--- src/rtl/packed_rgb444_span_fill_top_macros.svh ---
// Assertion macros for the packed RGB444 span fill block.
// Used by the top level only; NO_ASSERTIONS removes every check.
`ifndef PACKED_RGB444_SPAN_FILL_TOP_MACROS_SVH
`define PACKED_RGB444_SPAN_FILL_TOP_MACROS_SVH

`ifndef NO_ASSERTIONS
`define PRSF_ASSERT_SAME(lbl, clk, rst, ante, cons) \
   lbl: assert property (@(posedge clk) disable iff (rst) (ante) |-> (cons)) \
      else $error("prsf: same-cycle check failed");
`define PRSF_ASSERT_NEXT(lbl, clk, rst, ante, cons) \
   lbl: assert property (@(posedge clk) disable iff (rst) (ante) |=> (cons)) \
      else $error("prsf: next-cycle check failed");
`else
`define PRSF_ASSERT_SAME(lbl, clk, rst, ante, cons)
`define PRSF_ASSERT_NEXT(lbl, clk, rst, ante, cons)
`endif

`endif

--- src/rtl/prsf_pkg.sv ---
// Shared types and constants for the packed RGB444 span fill block.
// No dependencies.
`timescale 1ns / 1ps

package prsf_pkg;

   typedef struct packed {
      logic [9:0] start_x;
      logic [9:0] row_y;
      logic [9:0] span_length;
   } req_type;

   typedef struct packed {
      logic [2:0]  status;
      logic [17:0] byte_address;
      logic [7:0]  first_byte;
      logic [7:0]  middle_byte;
      logic [7:0]  third_byte;
      logic [5:0]  nibble_enable;
      logic        last_write;
   } rsp_type;

   typedef struct packed {
      logic load;
      logic check;
      logic emit_error;
      logic add_base;
      logic emit_write;
   } ctl_cmd_type;

   typedef struct packed {
      logic fail;
      logic last;
   } dp_status_type;

   localparam logic [2:0] ST_OK             = 3'd0;
   localparam logic [2:0] ST_INVALID_CANVAS = 3'd1;
   localparam logic [2:0] ST_BAD_X          = 3'd2;
   localparam logic [2:0] ST_BAD_Y          = 3'd3;
   localparam logic [2:0] ST_ZERO_LENGTH    = 3'd4;
   localparam logic [2:0] ST_BAD_LENGTH     = 3'd5;
   localparam logic [2:0] ST_END_COLUMN     = 3'd6;

   localparam logic [1:0] CSR_CANVAS_WIDTH  = 2'd0;
   localparam logic [1:0] CSR_CANVAS_HEIGHT = 2'd1;
   localparam logic [1:0] CSR_PIXEL_COLOR   = 2'd2;

   localparam logic [5:0] NIB_PAIR = 6'h3f;
   localparam logic [5:0] NIB_EVEN = 6'h38;
   localparam logic [5:0] NIB_ODD  = 6'h07;

endpackage

--- src/rtl/prsf_ctrl.sv ---
// Sequencer for the span fill: check, address set-up, one write per cycle.
// Depends on prsf_pkg.
`timescale 1ns / 1ps

module prsf_ctrl
   import prsf_pkg::*;
(
   input  logic          clock,
   input  logic          reset,
   input  logic          start,
   input  dp_status_type dp_status,
   output logic          busy,
   output ctl_cmd_type   cmd
);

   typedef enum logic [3:0] {
      S_IDLE  = 4'b0001,
      S_CHECK = 4'b0010,
      S_BASE  = 4'b0100,
      S_EMIT  = 4'b1000
   } state_type;

   state_type state_ff, state_in;

   always_comb begin
      state_in = state_ff;
      unique case (state_ff)
         S_IDLE: begin
            if (start) state_in = S_CHECK;
         end
         S_CHECK: begin
            state_in = dp_status.fail ? S_IDLE : S_BASE;
         end
         S_BASE: begin
            state_in = S_EMIT;
         end
         S_EMIT: begin
            if (dp_status.last) state_in = S_IDLE;
         end
         default: begin
            state_in = S_IDLE;
         end
      endcase
   end

   always_ff @(posedge clock) begin
      if (reset) begin
         state_ff <= S_IDLE;
      end else begin
         state_ff <= state_in;
      end
   end

   assign busy = (state_ff != S_IDLE);

   always_comb begin
      cmd.load       = (state_ff == S_IDLE) && start;
      cmd.check      = (state_ff == S_CHECK);
      cmd.emit_error = (state_ff == S_CHECK) && dp_status.fail;
      cmd.add_base   = (state_ff == S_BASE);
      cmd.emit_write = (state_ff == S_EMIT);
   end

endmodule

--- src/rtl/prsf_datapath.sv ---
// Datapath: canvas registers, bound checks, line base multiply, pair walker
// and the result register. Depends on prsf_pkg; driven by prsf_ctrl.
`timescale 1ns / 1ps

module prsf_datapath
   import prsf_pkg::*;
#(
   parameter int MAX_WIDTH = 128
) (
   input  logic          clock,
   input  logic          reset,
   input  req_type       req_payload,
   input  ctl_cmd_type   cmd,
   input  logic          csr_we,
   input  logic [1:0]    csr_index,
   input  logic [11:0]   csr_data,
   output dp_status_type dp_status,
   output logic          rsp_strobe,
   output rsp_type       rsp_payload
);

   localparam int XW = $clog2(MAX_WIDTH);
   localparam int WW = $clog2(MAX_WIDTH + 1);
   localparam int LW = WW + 1;

   logic [7:0]  width_ff;
   logic [9:0]  height_ff;
   logic [11:0] color_ff;

   logic [9:0]  x_ff, y_ff, w_ff;
   logic [17:0] prod_ff, addr_ff;
   logic [XW-1:0] rem_ff;
   logic          odd_ff;
   rsp_type       rsp_ff;
   logic          strobe_ff;

   logic [8:0]    cw_ext, max_ext, clamp;
   logic [WW-1:0] wid;
   logic [LW-1:0] line_off;
   logic [9:0]    hgt;
   logic [10:0]   end_sum;
   logic [2:0]    chk;
   logic [LW+9:0] product;
   logic          take_one;
   logic [XW:0]   rem_wide;
   logic [5:0]    nib;
   rsp_type       err_rsp;

   always_ff @(posedge clock) begin
      if (reset) begin
         width_ff  <= '0;
         height_ff <= '0;
         color_ff  <= '0;
      end else if (csr_we) begin
         unique case (csr_index)
            CSR_CANVAS_WIDTH:  width_ff  <= csr_data[7:0];
            CSR_CANVAS_HEIGHT: height_ff <= csr_data[9:0];
            CSR_PIXEL_COLOR:   color_ff  <= csr_data;
            default: ;
         endcase
      end
   end

   // effective width: saturated, even
   always_comb begin
      cw_ext   = {1'b0, width_ff};
      max_ext  = 9'(MAX_WIDTH);
      clamp    = (cw_ext < max_ext) ? cw_ext : max_ext;
      wid      = {clamp[WW-1:1], 1'b0};
      line_off = LW'(wid) + LW'(wid >> 1);
      hgt      = {height_ff[9:1], 1'b0};
      end_sum  = {1'b0, x_ff} + {1'b0, w_ff};
      product  = (LW + 10)'(line_off) * (LW + 10)'(y_ff);
   end

   always_comb begin
      if (width_ff == '0 || height_ff == '0) chk = ST_INVALID_CANVAS;
      else if (x_ff >= 10'(wid))             chk = ST_BAD_X;
      else if (y_ff >= hgt)                  chk = ST_BAD_Y;
      else if (w_ff == '0)                   chk = ST_ZERO_LENGTH;
      else if (w_ff >= 10'(wid))             chk = ST_BAD_LENGTH;
      else if (end_sum > 11'(wid))           chk = ST_END_COLUMN;
      else                                   chk = ST_OK;
   end

   always_comb begin
      take_one = odd_ff || (rem_ff == XW'(1));
      rem_wide = {1'b0, rem_ff} - (take_one ? (XW + 1)'(1) : (XW + 1)'(2));
      if (odd_ff)                  nib = NIB_ODD;
      else if (rem_ff == XW'(1))   nib = NIB_EVEN;
      else                         nib = NIB_PAIR;
      dp_status.fail = (chk != ST_OK);
      dp_status.last = (rem_wide == '0);
   end

   always_comb begin
      err_rsp            = '0;
      err_rsp.status     = chk;
      err_rsp.last_write = 1'b1;
   end

   always_ff @(posedge clock) begin
      if (cmd.load) begin
         x_ff <= req_payload.start_x;
         y_ff <= req_payload.row_y;
         w_ff <= req_payload.span_length;
      end
      if (cmd.check) begin
         prod_ff <= 18'(product);
         rem_ff  <= w_ff[XW-1:0];
         odd_ff  <= x_ff[0];
      end
      if (cmd.add_base) begin
         addr_ff <= prod_ff + 18'({x_ff[9:1], 1'b0}) + 18'(x_ff[9:1]);
      end
      if (cmd.emit_write) begin
         addr_ff <= addr_ff + 18'd3;
         rem_ff  <= rem_wide[XW-1:0];
         odd_ff  <= 1'b0;
      end
   end

   always_ff @(posedge clock) begin
      if (cmd.emit_error) begin
         rsp_ff <= err_rsp;
      end else if (cmd.emit_write) begin
         rsp_ff.status        <= ST_OK;
         rsp_ff.byte_address  <= addr_ff;
         rsp_ff.first_byte    <= color_ff[11:4];
         rsp_ff.middle_byte   <= {color_ff[3:0], color_ff[11:8]};
         rsp_ff.third_byte    <= color_ff[7:0];
         rsp_ff.nibble_enable <= nib;
         rsp_ff.last_write    <= dp_status.last;
      end
   end

   always_ff @(posedge clock) begin
      if (reset) begin
         strobe_ff <= 1'b0;
      end else begin
         strobe_ff <= cmd.emit_error | cmd.emit_write;
      end
   end

   assign rsp_strobe  = strobe_ff;
   assign rsp_payload = rsp_ff;

endmodule

--- src/rtl/packed_rgb444_span_fill_top.sv ---
// Top level of the packed RGB444 span fill: sequencer plus datapath.
// Depends on prsf_pkg, prsf_ctrl, prsf_datapath and the assertion macro header.
//
//   channel  ports                          handshake
//   request  start, busy, req_payload       taken when start && !busy
//   result   rsp_strobe, rsp_payload        one result per strobe, no back-pressure
//   csr      csr_valid/ready/index/data     written when csr_valid && csr_ready
//
// A request is checked, and its line base multiplied out, in the cycle after
// it is taken; a failed check puts its single result out on the following cycle.
// A valid span then has the column offset added in S_BASE, after which the pair
// walker puts out one write per cycle. busy drops with the last result; csr_ready
// is high whenever busy is low. Synchronous reset clears the canvas registers, the
// result strobe and the sequencer.
`timescale 1ns / 1ps
`include "packed_rgb444_span_fill_top_macros.svh"

module packed_rgb444_span_fill_top
   import prsf_pkg::*;
#(
   parameter int MAX_WIDTH = 128
) (
   input  logic        clock,
   input  logic        reset,
   input  logic        start,
   output logic        busy,
   input  req_type     req_payload,
   output logic        rsp_strobe,
   output rsp_type     rsp_payload,
   input  logic        csr_valid,
   output logic        csr_ready,
   input  logic [1:0]  csr_index,
   input  logic [11:0] csr_data
);

   ctl_cmd_type   cmd;
   dp_status_type dp_status;

   assign csr_ready = !busy;

   prsf_ctrl u_ctrl (
      .clock     (clock),
      .reset     (reset),
      .start     (start),
      .dp_status (dp_status),
      .busy      (busy),
      .cmd       (cmd)
   );

   prsf_datapath #(
      .MAX_WIDTH (MAX_WIDTH)
   ) u_datapath (
      .clock       (clock),
      .reset       (reset),
      .req_payload (req_payload),
      .cmd         (cmd),
      .csr_we      (csr_valid && csr_ready),
      .csr_index   (csr_index),
      .csr_data    (csr_data),
      .dp_status   (dp_status),
      .rsp_strobe  (rsp_strobe),
      .rsp_payload (rsp_payload)
   );

   `PRSF_ASSERT_NEXT(a_take_sets_busy, clock, reset, start && !busy, busy)
   `PRSF_ASSERT_SAME(a_error_is_last, clock, reset, rsp_strobe && rsp_payload.status != ST_OK, rsp_payload.last_write)
   `PRSF_ASSERT_SAME(a_write_has_enable, clock, reset, rsp_strobe && rsp_payload.status == ST_OK, rsp_payload.nibble_enable != 6'd0)
   `PRSF_ASSERT_SAME(a_last_frees_block, clock, reset, rsp_strobe && rsp_payload.last_write, !busy)

endmodule
--- config.mk ---
export PLATFORM = sky130hd
export DESIGN_NAME = packed_rgb444_span_fill_top
export DESIGN_NICKNAME = d
export VERILOG_FILES = /design/src/rtl/prsf_pkg.sv /design/src/rtl/prsf_ctrl.sv /design/src/rtl/prsf_datapath.sv /design/src/rtl/packed_rgb444_span_fill_top.sv
export VERILOG_INCLUDE_DIRS = /design/src /design/src/rtl
export SDC_FILE = /design/constraint.sdc
export NUM_CORES = 1
export LEC_CHECK = 0
export ABC_AREA = 1
export ABC_CLOCK_PERIOD_IN_PS = 5900
export BUFFER_PORTS_ARGS = -buffer_cell sky130_fd_sc_hd__buf_2
export CAP_MARGIN = 40
export CORE_MARGIN = 2
export CORE_UTILIZATION = 40
export CTS_BUF_LIST = sky130_fd_sc_hd__clkbuf_4 sky130_fd_sc_hd__clkbuf_8 sky130_fd_sc_hd__clkbuf_16
export DETAILED_ROUTE_END_ITERATION = 10
export PLACE_DENSITY = 0.61
export REMOVE_ABC_BUFFERS = 1
export SETUP_SLACK_MARGIN = 0.2
export SYNTH_ARGS = -nofsm -noshare
export SYNTH_HDL_FRONTEND = slang
export SYNTH_SLANG_ARGS = --single-unit
export TNS_END_PERCENT = 50
--- constraint.sdc ---
create_clock -name clock -period 5.9 [get_ports clock]
set_clock_uncertainty 0.1 [all_clocks]
set_input_delay 0.59 -clock clock [delete_from_list [all_inputs] [get_ports clock]]
set_output_delay 0.59 -clock clock [all_outputs]
set_load 0.02 [all_outputs]
==> results.py <==
metrics = {
    "yosys": {
        "netlist_area_mm2": 0.01071,
        "async_reset_ff_frac": 0,
        "synthFlopType": "edfxtp_1",
        "yosysWarningCount": 0,
        "synth_compound_area_frac": 0.1012,
        "synth_fa_ha_area_frac": 0.2269,
        "syn_avg_cell_area_um2": 8.230,
        "synth_edf_count": 76,
        "syn_inst": 1301,
        "synth-simple-area-share": 0.1951,
        "ys_ff_latch": 145,
        "ys_seq_area_frac": 0.3421,
        "synthMuxAreaShare": 0,
        "synthXorXnorAreaFrac": 0.02781,
        "synth_cell_type_count": 44,
        "synth_top_family_by_area": "adder cells",
    },
    "place": {
        "port-buffer-count": 102,
        "dp_hpwl_mm": 19.83,
        "gp_congestion": 0.9436,
    },
    "clock_tree": {
        "clock_latency_ns": 0.44,
        "htreeDepth": 4,
        "cts_tree": "built",
        "cts.sinks": 145,
        "clockBufferDepth": 2,
        "cts_buffers": 17,
        "cts-root-buf": "clkbuf_16",
        "path_clk_slew_ns": 0.07,
    },
    "grt": {
        "grt_pass1_wl_mm": 42.02,
        "grt-ovfl-total": 0,
        "first_global_vias": 8301,
        "antenna_found_initial": 0,
        "grt_use_total": 0.1891,
        "grt_max_degree": 60,
    },
    "finish": {
        "num-fill-cells": 2527,
        "drive_above_1_share": 0.1797,
        "seq_area_mm2": 0.003665,
        "n_antenna_cell": 0,
        "layout.nets": 1625,
        "multiInputGateArea_mm2": 0.006155,
        "synthToLayoutAreaGrowth_pct": 17.17,
    },
    "timing": {
        "maxSlewViolCount": 0,
        "tightest_slew_ns": 0.8699,
        "max_slew_margin": 0.4192,
        "fmax_mhz": 181.0,
        "hold_slack_ns": 0.2259,
        "final_hold_viol_count": 0,
        "fin_crit_sh": 0.9362,
        "period_needed_ns": 5.524,
        "tns_ns": 0,
        "setup_viol": 0,
        "rsz0062_at_grt": "true",
    },
    "route": {
        "route.met3.wl_um": 965,
        "first_iter_violations": 583,
        "met2WireLength_mm": 11.78,
        "wl_met1_mm": 12.61,
        "drt.antenna.violating_nets": 0,
        "highest_layer": "met4",
        "drc": 0,
        "wire_per_inst_um": 14.57,
        "routed_wl_mm": 25.80,
        "dr_total_vias": 8686,
        "vias_per_cell": 4.905,
        "firstDrtPassIters": 5,
    },
    "critical_path": {
        "crit_path_end_kind": "register",
        "cp-start-kind": "register",
        "critPathArrivalTime_ns": 5.61,
        "path_delay_family": "adder cells",
        "path_buf_inv": 9,
        "worstPathMaxFanout": 6,
        "worstPathRequired_ns": 5.98,
        "slowest_delay_ns": 0.54,
        "critical_path_cell_count": 30,
        "crit_type": "register to register",
        "cpMaxStageDelayCell": "fa_1",
        "r2r_cells": 30,
    },
    "run": {
        "maxCapViolations": 0,
    },
    "floorplanning": {
        "die_x_um": 167.6,
        "die-area_mm2": 0.02809,
        "ios": 103,
        "floorplan.initialDensity": 0.4086,
        "die_h_um": 167.6,
        "core-area_mm2": 0.02621,
        "rows": 59,
    },
    "status": {
        "outcome": "finished, final reports clean",
    },
    "pwr": {
        "irDropWorstVdd_mv": 0.1727,
        "leakagePower_uw": 0.006060,
        "power_density_mw_per_mm2": 318.2,
    },
    "min_path": {
        "hold_depth": 1,
        "hold_class": "primary input to register",
    },
}
## report_power, final
part           switching, uW  total (uW)  internal (uW)
Clock                    490        1090            604
Sequential               103        1350           1240
Combinational            940        1550            611
## area by class of cell
cell class / count / area share
clock inverters: 12 / 0.008776
repair buffers: 136 / 0.06482
inverters: 240 / 0.07220
flip-flops and latches: 145 / 0.2921
well taps: 335 / 0.03341
clock buffers: 20 / 0.03810
multi-input cells: 883 / 0.4906
## flip-flops by register name, summed over array words and instances, names as in the netlist, 10 cells and up
signal and cells:
u_datapath.x_ff 10, u_datapath.color_ff 12, u_datapath.addr_ff 18, u_datapath.w_ff 10
u_datapath.y_ff 10, u_datapath.height_ff 10, u_datapath.rsp_payload 36, u_datapath.prod_ff 18
## cell families (layout without fill, tap and decap cells)
family          Yosys count  count (layout)
simple gates            500             500
buf+inv                 280             408
compound gates          186             186
fa+ha+maj               154             154
flops                   145             145
xor+xnor                 34              34
other cells               2               9
## cells in the mapped netlist, drive strengths merged, types with 21 or more instances
library cell | count | area [um^2]
o21ai | 78 | 390.4
ha | 87 | 1089
nand2 | 251 | 964.7
xor2 | 24 | 210.2
clkbuf | 21 | 78.83
dfxtp | 69 | 1381
inv | 240 | 903.4
nor2 | 157 | 594.3
edfxtp | 76 | 2282
a21oi | 84 | 503.0
nand3 | 38 | 190.2
fa | 67 | 1341
## worst register-to-register path: cells and delay by family, from the launching register on
kind | cells | cell delay [ns]
AOI/OAI and AO/OA | 5 | 0.52
xor gates and xnor gates | 1 | 0.16
adders and majority gates | 7 | 2.71
buffers and inverters | 9 | 0.56
DFF | 1 | 0.36
and+or+nand+nor | 8 | 0.84
## cells in the final DEF (no fill, tap or decap), drive strengths merged, types with 3 or more instances in the layout
cell type,count
nor3,16
nand4,20
nor4,5
edfxtp,76
dfxtp,69
conb,9
xor2,24
o22ai,3
nor2,157
clkbuf,20
ha,87
o21ai,78
nand2,251
o21bai,4
inv,248
o31ai,4
clkinv,3
nand3,38
buf,136
nand3b,7
a21o,4
fa,67
xnor2,10
a21oi,84
## what timing repair did
item / in CTS / in global routing
endpoints found under the setup margin: 3 / 7
hold buffers: 0 / 0
pin swaps: 4 / 36
gates resized for setup: 11 / 52
buffers inserted: 3 / 10
cloned: 0 / 0
## worst paths after layout
path / from / end / slack (ns)
worst max register to register: u_datapath.width_ff[7] / u_datapath.prod_ff[16] / 0.38
worst min register to register: u_datapath.rsp_payload[48] / u_datapath.rsp_payload[48] / 0.37
worst max-delay path: u_datapath.width_ff[7] / u_datapath.prod_ff[16] / 0.38
worst min-delay path: req_payload[1] / u_datapath.w_ff[1] / 0.23
## metrics by stage
stage	cell area, um^2	power [uW]	setup slack (ns)	util	std cells
after floorplan	10500	2401	-1.573	-	1268
after global placement	11590	2767	0.1122	0.4422	1724
after detailed placement	11640	2799	-0.05538	0.4443	1726
after CTS	12290	3917	0.2028	0.4691	1761
after global routing	12550	4285	0.1027	0.4787	1771
final	12550	3992	0.3765	0.4787	1771
## routing by layer
metal	vias up	GRT usage
met2	193	0.3125
met3	34	0.02742
met5	-	0
li1	4391	-
met4	0	0.05520
met1	4068	0.2589
(Power assumes the default switching activity.)
